### config.mk
export PLATFORM = sky130hd
export DESIGN_NAME = pvmsw_addr_mod
export DESIGN_NICKNAME = d
export VERILOG_FILES = /design/src/sv/planar_vram_masked_shift_write_macros.svh /design/src/sv/pvmsw_pkg.sv /design/src/sv/pvmsw_addr_mod.sv
export SDC_FILE = /design/constraint.sdc
export NUM_CORES = 1
export LEC_CHECK = 0
export BUFFER_PORTS_ARGS = -buffer_cell sky130_fd_sc_hd__clkbuf_2
export CORE_MARGIN = 1
export CORE_UTILIZATION = 50
export CTS_CLUSTER_SIZE = 24
export DETAILED_ROUTE_END_ITERATION = 10
export PLACE_DENSITY_LB_ADDON = 0.25
export SYNTH_ARGS = -nofsm -noshare
export SYNTH_HDL_FRONTEND = slang
export SYNTH_SLANG_ARGS = --single-unit
### constraint.sdc
create_clock -name clk -period 3 [get_ports clk]
set_clock_uncertainty 0.2 [all_clocks]
set_input_delay 0.3 -clock clk [delete_from_list [all_inputs] [get_ports clk]]
set_output_delay 0.3 -clock clk [all_outputs]
set_load 0.005 [all_outputs]
### src/sv/planar_vram_masked_shift_write_macros.svh
// Assertion macros shared by the planar video memory write unit.
`ifndef PLANAR_VRAM_MASKED_SHIFT_WRITE_MACROS_SVH
`define PLANAR_VRAM_MASKED_SHIFT_WRITE_MACROS_SVH

`ifndef NO_ASSERTIONS

// Condition implies consequence in the same cycle.
`define PVMSW_ASSERT_NOW(label, ante, cons) \
    label: assert property (@(posedge clk) disable iff (!rst_n) (ante) |-> (cons)) \
        else $error("pvmsw check failed");

// Condition implies consequence in the next cycle.
`define PVMSW_ASSERT_NEXT(label, ante, cons) \
    label: assert property (@(posedge clk) disable iff (!rst_n) (ante) |=> (cons)) \
        else $error("pvmsw check failed");

`else

`define PVMSW_ASSERT_NOW(label, ante, cons)
`define PVMSW_ASSERT_NEXT(label, ante, cons)

`endif

`endif

### src/sv/pvmsw_pkg.sv
// Shared types and constants of the planar video memory write unit.
package pvmsw_pkg;

    // Fixed field widths.
    localparam int ADDR_W     = 17;
    localparam int DATA_W     = 16;
    localparam int CFG_IDX_W  = 3;
    localparam int CFG_DATA_W = 8;
    localparam int MAX_LANES  = 4;
    localparam int LANE_SEL_W = 2;

    // Configuration register indexes.
    localparam logic [CFG_IDX_W-1:0] REG_SHIFT_AMOUNT = 3'd0;
    localparam logic [CFG_IDX_W-1:0] REG_KEEP_LOW     = 3'd1;
    localparam logic [CFG_IDX_W-1:0] REG_KEEP_HIGH    = 3'd2;
    localparam logic [CFG_IDX_W-1:0] REG_PLANE_ENABLE = 3'd3;
    localparam logic [CFG_IDX_W-1:0] REG_READ_SELECT  = 3'd4;

    // Access modes.
    typedef enum logic [1:0] {
        MODE_BYTE_WR = 2'd0,
        MODE_WORD_WR = 2'd1,
        MODE_BYTE_RD = 2'd2,
        MODE_WORD_RD = 2'd3
    } mode_t;

    // Sequencer states.
    typedef enum logic [2:0] {
        S_CLEAR,
        S_IDLE,
        S_REDUCE,
        S_EXEC,
        S_WRHI,
        S_FLUSH
    } state_t;

    // Control of one plane lane.
    typedef struct packed {
        logic rd_en;
        logic wr_en;
        logic wr_sel;
        logic clear;
    } lane_ctl_t;

    // Byte merged into a plane with its keep mask.
    typedef struct packed {
        logic [7:0] value;
        logic [7:0] keep;
    } wr_byte_t;

endpackage

### src/sv/pvmsw_addr_mod.sv
// Reduction of a byte address modulo the plane size by reciprocal multiplication.
module pvmsw_addr_mod #(
    parameter int PLANE_BYTES = 131072
) (
    input  logic                                  clk,
    input  logic                                  rst_n,
    input  logic                                  start,
    input  logic [pvmsw_pkg::ADDR_W-1:0]          value,
    output logic                                  done,
    output logic [$clog2(PLANE_BYTES)-1:0]        result
);

    localparam int AW    = pvmsw_pkg::ADDR_W;
    localparam int PA_W  = $clog2(PLANE_BYTES);
    localparam int RCP_K = AW + PA_W;
    localparam int RCP_W = AW + 1;
    localparam int PRD_W = AW + RCP_W;
    localparam int BCK_W = AW + PA_W;
    localparam longint unsigned RCP_VAL =
        ((64'd1 << RCP_K) + 64'(PLANE_BYTES) - 64'd1) / 64'(PLANE_BYTES);
    localparam logic [RCP_W-1:0] RECIP = RCP_W'(RCP_VAL);

    logic              calc_q_reg;
    logic              calc_r_reg;
    logic              done_reg;
    logic [AW-1:0]     val_reg;
    logic [AW-1:0]     quot_reg;
    logic [AW-1:0]     quot_next;
    logic [AW-1:0]     rem_reg;
    logic [AW-1:0]     rem_next;
    logic [PRD_W-1:0]  rcp_prod;
    logic [BCK_W-1:0]  back_prod;

    // The reciprocal is exact for every address of the field width.
    assign rcp_prod  = PRD_W'(val_reg) * PRD_W'(RECIP);
    assign quot_next = AW'(rcp_prod >> RCP_K);

    // Remainder from the registered quotient.
    assign back_prod = BCK_W'(quot_reg) * BCK_W'(PLANE_BYTES);
    assign rem_next  = val_reg - back_prod[AW-1:0];

    assign done   = done_reg;
    assign result = PA_W'(rem_reg);

    // Stage markers: quotient, remainder, then done.
    always_ff @(posedge clk or negedge rst_n)
    begin
        if (!rst_n)
        begin
            calc_q_reg <= 1'b0;
            calc_r_reg <= 1'b0;
            done_reg   <= 1'b0;
        end
        else
        begin
            calc_q_reg <= start;
            calc_r_reg <= calc_q_reg;
            done_reg   <= calc_r_reg;
        end
    end

    always_ff @(posedge clk)
    begin
        if (start)
        begin
            val_reg <= value;
        end
        if (calc_q_reg)
        begin
            quot_reg <= quot_next;
        end
        if (calc_r_reg)
        begin
            rem_reg <= rem_next;
        end
    end

endmodule

==> results of run 1 <==
==> synthesized netlist by cell type <==
cell type	instances
dfrtp_1	3
edfxtp_1	34
==> worst paths after layout <==
check,end,slack [ns]
setup / recovery,result[7]$_DFFE_PP_,1.67
hold / removal,calc_q_reg$_DFF_PN0_,0.09
setup reg to reg,result[7]$_DFFE_PP_,1.67
hold reg to reg,calc_r_reg$_DFF_PN0_,0.17
max in group asynchronous,done$_DFF_PN0_,2.40
min in group clk,calc_r_reg$_DFF_PN0_,0.17
==> metal layers <==
metal / part of all wire (%) / vias to the layer above / GRT usage [%]
met4: 0 / 0 / 5.88
li1: - / 270 / -
met3: 4.9 / 0 / 5.61
met1: 36 / 274 / 14.0
met2: 59 / 29 / 29.4
met5: 0 / - / 0
==> layout by cell type, fill, tap and decap left out <==
master / netlist / layout
clkbuf_2: 0 / 37
dlygate4sd3_1: 0 / 18
clkinv_2: 0 / 1
clkbuf_8: 0 / 2
edfxtp_1: 34 / 34
dfrtp_1: 3 / 3
clkbuf_4: 0 / 5
==> repair_timing <==
item | CTS | global route
gates resized for setup | 0 | 0
hold buffers | 18 | 0
setup buffers | 0 | 0
hold endpoints to repair | 20 | 0
==> cell families after synthesis <==
family,count (synthesis),share of synthesized area [%]
flops,37,100
==> power by group through the flow <==
stage / combinational, W / clock (W) / sequential (W)
final: 0.0000524 / 0.000282 / 0.000619
after floorplan: 0 / 0 / 0.000629
after CTS: 0.0000529 / 0.000285 / 0.000619
after global routing: 0.0000567 / 0.000311 / 0.000623
after detailed placement: 0.0000346 / 0 / 0.000631
after global placement: 0.0000331 / 0 / 0.000628
==> per-stage QoR <==
step           hold WS [ns]  setup WS [ns]
2_1_floorplan        -0.196           1.78
3_3_place_gp        -0.0998           1.69
3_5_place_dp         -0.103           1.64
4_1_cts              0.0764           1.64
5_1_grt              0.0865           1.59
6_report             0.0947           1.67
==> cell type report <==
class,count,area share [%]
well taps,27,2.16
flip-flops and latches,37,70.0
repair buffers,55,23.3
clock inverters,1,0.320
clock buffers,7,4.16
==> flow_metrics.env, run 1 <==
export IMPL_yosysSeqAreaShare_pct=100
export IMPL_dr_first_iter_drc_count=13
export IMPL_seq_area_mm2=0.00110
export IMPL_path_max_fanout=18
export IMPL_die_width_um=48.8
export IMPL_avgViaCountPerCell=4.51
export IMPL_cts_buffers=5
export IMPL_rr_worst_depth=0
export IMPL_path_clk_slew_ns=0.09
export IMPL_slew_violations=0
export IMPL_multi_input_cells=0
export IMPL_yosysUniqueCellTypes=2
export IMPL_netlist_area_mm2=0.00110
export IMPL_ir_drop_mv=0.383
export IMPL_yosys_warnings=0
export IMPL_final_hold_viol_count=0
export IMPL_grt_remaining_overflow=0
export IMPL_synthToLayoutAreaGrowth_pct=42.8
export IMPL_crit_required_ns=2.76
export IMPL_cp_startpoint="calc_r_reg$_DFF_PN0_"
export IMPL_syn_inst=37
export IMPL_cts_tree="yes"
export IMPL_cts_sinks=37
export IMPL_cts_path_max_buffers=2
export IMPL_p_int_w=0.000775
export IMPL_groute_usage_overall_pct=15.2
export IMPL_routedWlPerCell_um=12.9
export IMPL_power_w=0.000953
export IMPL_timing_critical_path_depth=0
export IMPL_layoutNonFillerInstCount=127
export IMPL_portBuffers=37
export IMPL_antenna_cells=0
export IMPL_routed_wl_mm=1.64
export IMPL_drive_above_1_share_pct=45.0
export IMPL_drcViolationCount=0
export IMPL_cts_root_buf="clkbuf_4"
export IMPL_clkLatencyLatePin_ns=0.32
export IMPL_grt_max_degree=19
export IMPL_h_tree_depth=2
export IMPL_crit_type="register to register"
export IMPL_firstDrtPassIters=4
export IMPL_synth_seq_cells=37
export IMPL_worst_setup_path_start_kind="register"
export IMPL_syn_nets=57
export IMPL_arrival_ns=1.09
export IMPL_multi_input_area_um2=0
export IMPL_synthTopCellsByArea="edfxtp_1, dfrtp_1"
export IMPL_timing_rr_start="calc_r_reg$_DFF_PN0_"
export IMPL_switching_share_pct=18.7
export IMPL_place_area_mm2=0.00132
export IMPL_core_mm2=0.00200
export IMPL_p_clk_share_pct=29.6
export IMPL_die_area_mm2=0.00238
export IMPL_fin_nets=119
export IMPL_antenna_found_initial=0
export IMPL_ant_nets=0
export IMPL_setup_tns_ns=0
export IMPL_yosys_area_top_type="edfxtp_1"
export IMPL_hold_class="input pin to async pin"
export IMPL_grt_pass1_vias=551
export IMPL_synth_avg_cell_area_um2=29.6
export IMPL_worstMarginPinSlew_ns=0.656
export IMPL_synth_top_area_share_pct=93.2
export IMPL_vias=573
export IMPL_setup_viol=0
export IMPL_p_switching_w=0.000179
export IMPL_min_period_over_period_pct=44.4
export IMPL_powerDensity_mw_per_mm2=609
export IMPL_rsz0062_at_grt="no"
export IMPL_place_gp_congestion=0.638
export IMPL_io_pins=38
export IMPL_leakage_nw=0.638
export IMPL_relSlewSlack_pct=56.3
export IMPL_finish_utilization_pct=78.2
export IMPL_grt_pass1_wl_mm=2.44
export IMPL_placed_cells_incl_taps=101
export IMPL_start_util_pct=54.7
export IMPL_end_kind="register"
export IMPL_status="completed"
export IMPL_fin_crit_ns=1.33
export IMPL_maxCapViolCount=0
export IMPL_die_y_um=48.8
export IMPL_fin_area_mm2=0.00157
export IMPL_sequentialPowerShare_pct=64.9
export IMPL_num_rows=16
export IMPL_fillers=120
export IMPL_comb_power_share_pct=5.5
export IMPL_max_freq_mhz=751
Power figures use the tool's default switching activity.
==> run 2, diff against run 1 <==
--- a/config.mk
+++ b/config.mk
@@ -7,7 +7,7 @@
 export LEC_CHECK = 0
 export BUFFER_PORTS_ARGS = -buffer_cell sky130_fd_sc_hd__clkbuf_2
 export CORE_MARGIN = 1
-export CORE_UTILIZATION = 50
+export CORE_UTILIZATION = 42
 export CTS_CLUSTER_SIZE = 24
 export DETAILED_ROUTE_END_ITERATION = 10
 export PLACE_DENSITY_LB_ADDON = 0.25
==> constraint.sdc (replaced) <==
create_clock -name clk -period 1.2 [get_ports clk]
set_clock_uncertainty 0.2 [all_clocks]
set_input_delay 0.12 -clock clk [delete_from_list [all_inputs] [get_ports clk]]
set_output_delay 0.12 -clock clk [all_outputs]
set_load 0.005 [all_outputs]
==> flow_metrics.env, run 2 (same netlist as run 1, synthesis figures left out) <==
export IMPL_vias=572
export IMPL_maxCapViolCount=0
export IMPL_leakage_nw=0.648
export IMPL_worstMarginPinSlew_ns=0.417
export IMPL_core_mm2=0.00248
export IMPL_setup_slack_ns=0.0440
export IMPL_grt_max_degree=19
export IMPL_end_kind="register"
export IMPL_crit_type="register to register"
export IMPL_cts_tree="yes"
export IMPL_powerDensity_mw_per_mm2=1580
export IMPL_routedWlPerCell_um=11.2
export IMPL_grt_pass1_vias=564
export IMPL_antenna_found_initial=0
export IMPL_fin_nets=121
export IMPL_setup_viol=0
export IMPL_cts_resized=0
export IMPL_clkLatencyLatePin_ns=0.33
export IMPL_die_y_um=53.1
export IMPL_seq_area_mm2=0.00110
export IMPL_num_rows=18
export IMPL_groute_usage_overall_pct=12.2
export IMPL_hold_class="input pin to register"
export IMPL_cts_root_buf="clkbuf_4"
export IMPL_h_tree_depth=2
export IMPL_worst_setup_path_start_kind="register"
export IMPL_arrival_ns=0.95
export IMPL_cts_buffers=5
export IMPL_antenna_cells=0
export IMPL_rsz0062_at_grt="yes"
export IMPL_avgViaCountPerCell=4.33
export IMPL_grt_pass1_wl_mm=2.13
export IMPL_drive_above_1_share_pct=45.1
export IMPL_grt_remaining_overflow=0
export IMPL_final_common_cell="clkbuf_2"
export IMPL_fin_crit_ns=1.16
export IMPL_cts_setup_buffers=0
export IMPL_fin_area_mm2=0.00161
export IMPL_timing_rr_start="calc_r_reg$_DFF_PN0_"
export IMPL_synthToLayoutAreaGrowth_pct=46.8
export IMPL_portBuffers=37
export IMPL_power_w=0.00255
export IMPL_relSlewSlack_pct=72.2
export IMPL_slew_violations=0
export IMPL_ir_drop_mv=1.12
export IMPL_place_area_mm2=0.00132
export IMPL_layout_common_cells="clkbuf_2, edfxtp_1, dlygate4sd3_1"
export IMPL_path_max_fanout=18
export IMPL_io_pins=38
export IMPL_fillers=187
export IMPL_min_period_over_period_pct=96.3
export IMPL_post_place_ws_ns=0.0647
export IMPL_multi_input_area_um2=0
export IMPL_final_hold_viol_count=0
export IMPL_ant_nets=0
export IMPL_crit_required_ns=1.00
export IMPL_status="completed"
export IMPL_hold_start="start"
export IMPL_max_freq_mhz=865
export IMPL_start_util_pct=44.2
export IMPL_path_clk_slew_ns=0.10
export IMPL_die_width_um=53.1
export IMPL_cts_path_max_buffers=2
export IMPL_dr_first_iter_drc_count=5
export IMPL_multi_input_cells=0
export IMPL_cts_sinks=37
export IMPL_place_gp_congestion=0.633
export IMPL_drcViolationCount=0
export IMPL_finish_utilization_pct=64.9
export IMPL_routed_wl_mm=1.48
export IMPL_firstDrtPassIters=4
export IMPL_die_area_mm2=0.00282
export IMPL_cp_startpoint="calc_r_reg$_DFF_PN0_"
[run 2: cell types whose count changed in the layout (fill, tap and decap cells not counted), sizes merged]
| cell | previous run | this run |
|---|---|---|
| dlygate4sd3 | 18 | 20 |
| bufinv | 0 | 1 |
| clkinv | 1 | 0 |
| clkinvlp | 0 | 1 |
| clkbuf | 44 | 43 |
[run 2: stage by stage]
stage	setup TNS [ns]	hold WS (ns)	instances
after global placement	0	-0.280	104
after CTS	0	0.108	132
after detailed placement	0	-0.277	104
after floorplan	0	-0.376	37
after global routing	-0.116	0.116	132
final	0	0.104	132
[run 2: final timing paths]
kind / endpoint / slack [ns] / depth (start not counted)
setup / recovery: result[2]$_DFFE_PP_ / 0.04 / 0
hold / removal: val_reg[11]$_DFFE_PP_ / 0.10 / 1
setup reg to reg: result[2]$_DFFE_PP_ / 0.04 / 0
hold reg to reg: calc_r_reg$_DFF_PN0_ / 0.16 / 0
max in group asynchronous: calc_r_reg$_DFF_PN0_ / 0.20 / 3
min in group asynchronous: calc_q_reg$_DFF_PN0_ / 0.45 / 3
[run 2: power breakdown]
part           total (W)  switching (W)  internal (W)  leakage (nW)
Clock           0.000872       0.000377      0.000495        0.0445
Combinational   0.000135      0.0000468     0.0000880         0.237
Sequential       0.00154      0.0000308       0.00151         0.367
Total            0.00255       0.000455       0.00210         0.648
[run 2: area by class of cell]
| type | instances | area share [%] |
|---|---|---|
| timing repair buffer | 57 | 24.0 |
| clock inverter | 2 | 2.33 |
| clock buffer | 6 | 3.19 |
| tap | 30 | 2.33 |
| sequential | 37 | 68.2 |
[run 2: per-layer routing]
metal | global-route usage, % | wire length (µm) | vias up
met2 | 21.5 | 894 | 26
met5 | 0 | 0 | -
met4 | 7.89 | 21 | 0
li1 | - | - | 274
met1 | 9.04 | 439 | 268
met3 | 8.62 | 121 | 4
[run 2: repair_timing]
action | CTS | global route
hold buffers | 20 | 0
endpoints found under the setup margin | 0 | 7
endpoints found under the hold margin | 21 | 0
==> run 3, diff against run 2 <==
--- a/config.mk
+++ b/config.mk
@@ -11,6 +11,7 @@
 export CTS_CLUSTER_SIZE = 24
 export DETAILED_ROUTE_END_ITERATION = 10
 export PLACE_DENSITY_LB_ADDON = 0.25
+export SETUP_SLACK_MARGIN = 0.5
 export SYNTH_ARGS = -nofsm -noshare
 export SYNTH_HDL_FRONTEND = slang
 export SYNTH_SLANG_ARGS = --single-unit
==> flow_metrics.env, run 3 (same netlist as run 1, synthesis figures left out) <==
export IMPL_grt_remaining_overflow=0
export IMPL_cts_path_max_buffers=2
export IMPL_max_freq_mhz=865
export IMPL_slew_violations=0
export IMPL_start_util_pct=44.2
export IMPL_p_switching_w=0.000451
export IMPL_crit_chain="clkbuf_2"
export IMPL_grt_max_degree=19
export IMPL_timing_rr_start="calc_r_reg$_DFF_PN0_"
export IMPL_cp_slowest_cell="edfxtp_1"
export IMPL_grt_pass1_wl_mm=1.99
export IMPL_setup_tns_ns=0
export IMPL_cts_root_buf="clkbuf_4"
export IMPL_core_mm2=0.00248
export IMPL_placed_cells_incl_taps=104
export IMPL_comb_power_share_pct=4.3
export IMPL_place_gp_congestion=0.633
export IMPL_setup_slack_ns=0.0436
export IMPL_max_stage_delay_ns=0.38
export IMPL_status="complete, but fails checks"
export IMPL_path_max_fanout=1
export IMPL_dr_first_iter_drc_count=3
export IMPL_fin_crit_ns=1.16
export IMPL_crit_type="register to primary output"
export IMPL_cts_hold_buf=1
export IMPL_path_buf_inv=1
export IMPL_drive_above_1_share_pct=57.0
export IMPL_relSlewSlack_pct=74.1
export IMPL_crit_required_ns=0.88
export IMPL_cts_tree="yes"
export IMPL_min_period_over_period_pct=96.4
export IMPL_violations="negative hold slack"
export IMPL_cp_startpoint="result[11]$_DFFE_PP_"
export IMPL_firstDrtPassIters=2
export IMPL_vias=507
export IMPL_rsz0062_at_grt="yes"
export IMPL_die_width_um=53.1
export IMPL_ant_nets=0
export IMPL_h_tree_depth=2
export IMPL_leakage_nw=0.588
export IMPL_hold_start="value[5]"
export IMPL_worstMarginPinSlew_ns=0.389
export IMPL_ir_drop_mv=1.16
export IMPL_layoutNonFillerInstCount=116
export IMPL_post_place_ws_ns=0.0647
export IMPL_groute_usage_overall_pct=11.5
export IMPL_seq_area_mm2=0.00110
export IMPL_fin_nets=105
export IMPL_whs_ns=-0.245
export IMPL_die_area_mm2=0.00282
export IMPL_die_y_um=53.1
export IMPL_final_common_cell="clkbuf_2"
export IMPL_setup_viol=0
export IMPL_multi_input_area_um2=0
export IMPL_fillers=201
export IMPL_avgViaCountPerCell=4.37
export IMPL_cts_sinks=37
export IMPL_end_kind="primary output"
export IMPL_grt_pass1_vias=507
export IMPL_io_pins=38
export IMPL_multi_input_cells=0
export IMPL_arrival_ns=0.84
export IMPL_antenna_cells=0
export IMPL_path_clk_slew_ns=0.10
export IMPL_p_int_w=0.00207
export IMPL_hold_class="input pin to register"
export IMPL_portBuffers=37
export IMPL_worst_setup_path_start_kind="register"
export IMPL_num_rows=18
export IMPL_maxCapViolCount=0
export IMPL_drcViolationCount=0
export IMPL_layout_common_cells="clkbuf_2, edfxtp_1, clkbuf_4"
export IMPL_switching_share_pct=17.9
export IMPL_routed_wl_mm=1.32
export IMPL_antenna_found_initial=0
export IMPL_routedWlPerCell_um=11.4
export IMPL_sequentialPowerShare_pct=61.0
export IMPL_powerDensity_mw_per_mm2=1730
export IMPL_cts_buffers=5
export IMPL_crit_family="flip-flops"
export IMPL_p_clk_share_pct=34.7
export IMPL_synthToLayoutAreaGrowth_pct=33.1
export IMPL_clkLatencyLatePin_ns=0.33
export IMPL_final_hold_viol_count=21
export IMPL_place_area_mm2=0.00132
export IMPL_fin_area_mm2=0.00146
[run 3: routing by layer]
layer	up-vias	share of wire, %	wire, µm	track usage, %
met5	-	0	0	0
met4	0	0.60	8	6.58
met3	2	9.4	124	8.62
met2	27	58	769	19.2
met1	234	32	421	9.41
li1	244	-	-	-
[run 3: repair_timing]
item	in CTS	in global routing
resized for setup	4	2
buffers inserted	3	0
endpoints found under the setup margin	53	64
hold endpoints to repair	21	21
[run 3: path summary, 6_finish.rpt]
path                       cells past startpoint              endpoint  slack [ns]
min                                            1  val_reg[5]$_DFFE_PP_       -0.25
max in group asynchronous                      2  calc_r_reg$_DFF_PN0_        0.77
max reg2reg                                    1   result[2]$_DFFE_PP_        0.11
max                                            1            result[11]        0.04
min reg2reg                                    0  calc_r_reg$_DFF_PN0_        0.16
min in group asynchronous                      2  calc_q_reg$_DFF_PN0_       -0.10
[run 3: through the flow]
step / hold slack, ns / power, W / utilization [%]
after detailed placement: -0.277 / 0.00166 / 53.3
after CTS: -0.260 / 0.00254 / 58.7
after global routing: -0.285 / 0.00263 / 58.9
final: -0.245 / 0.00252 / 58.9
after global placement: -0.280 / 0.00165 / 53.3
after floorplan: -0.376 / 0.00157 / -
[run 3: final cells by class]
| cell class | instances | area share [%] |
|---|---|---|
| flip-flops and latches | 37 | 75.4 |
| well taps | 30 | 2.57 |
| clock buffers | 6 | 3.52 |
| clock inverters | 2 | 2.57 |
| repair buffers | 41 | 16.0 |
[run 3: power groups by stage]
stage          registers [W]  logic [W]  clock network [W]
6_report             0.00154   0.000108           0.000874
5_1_grt              0.00154   0.000120           0.000968
4_1_cts              0.00154   0.000110           0.000897
3_5_place_dp         0.00157  0.0000859                  0
3_3_place_gp         0.00157  0.0000831                  0
2_1_floorplan        0.00157          0                  0
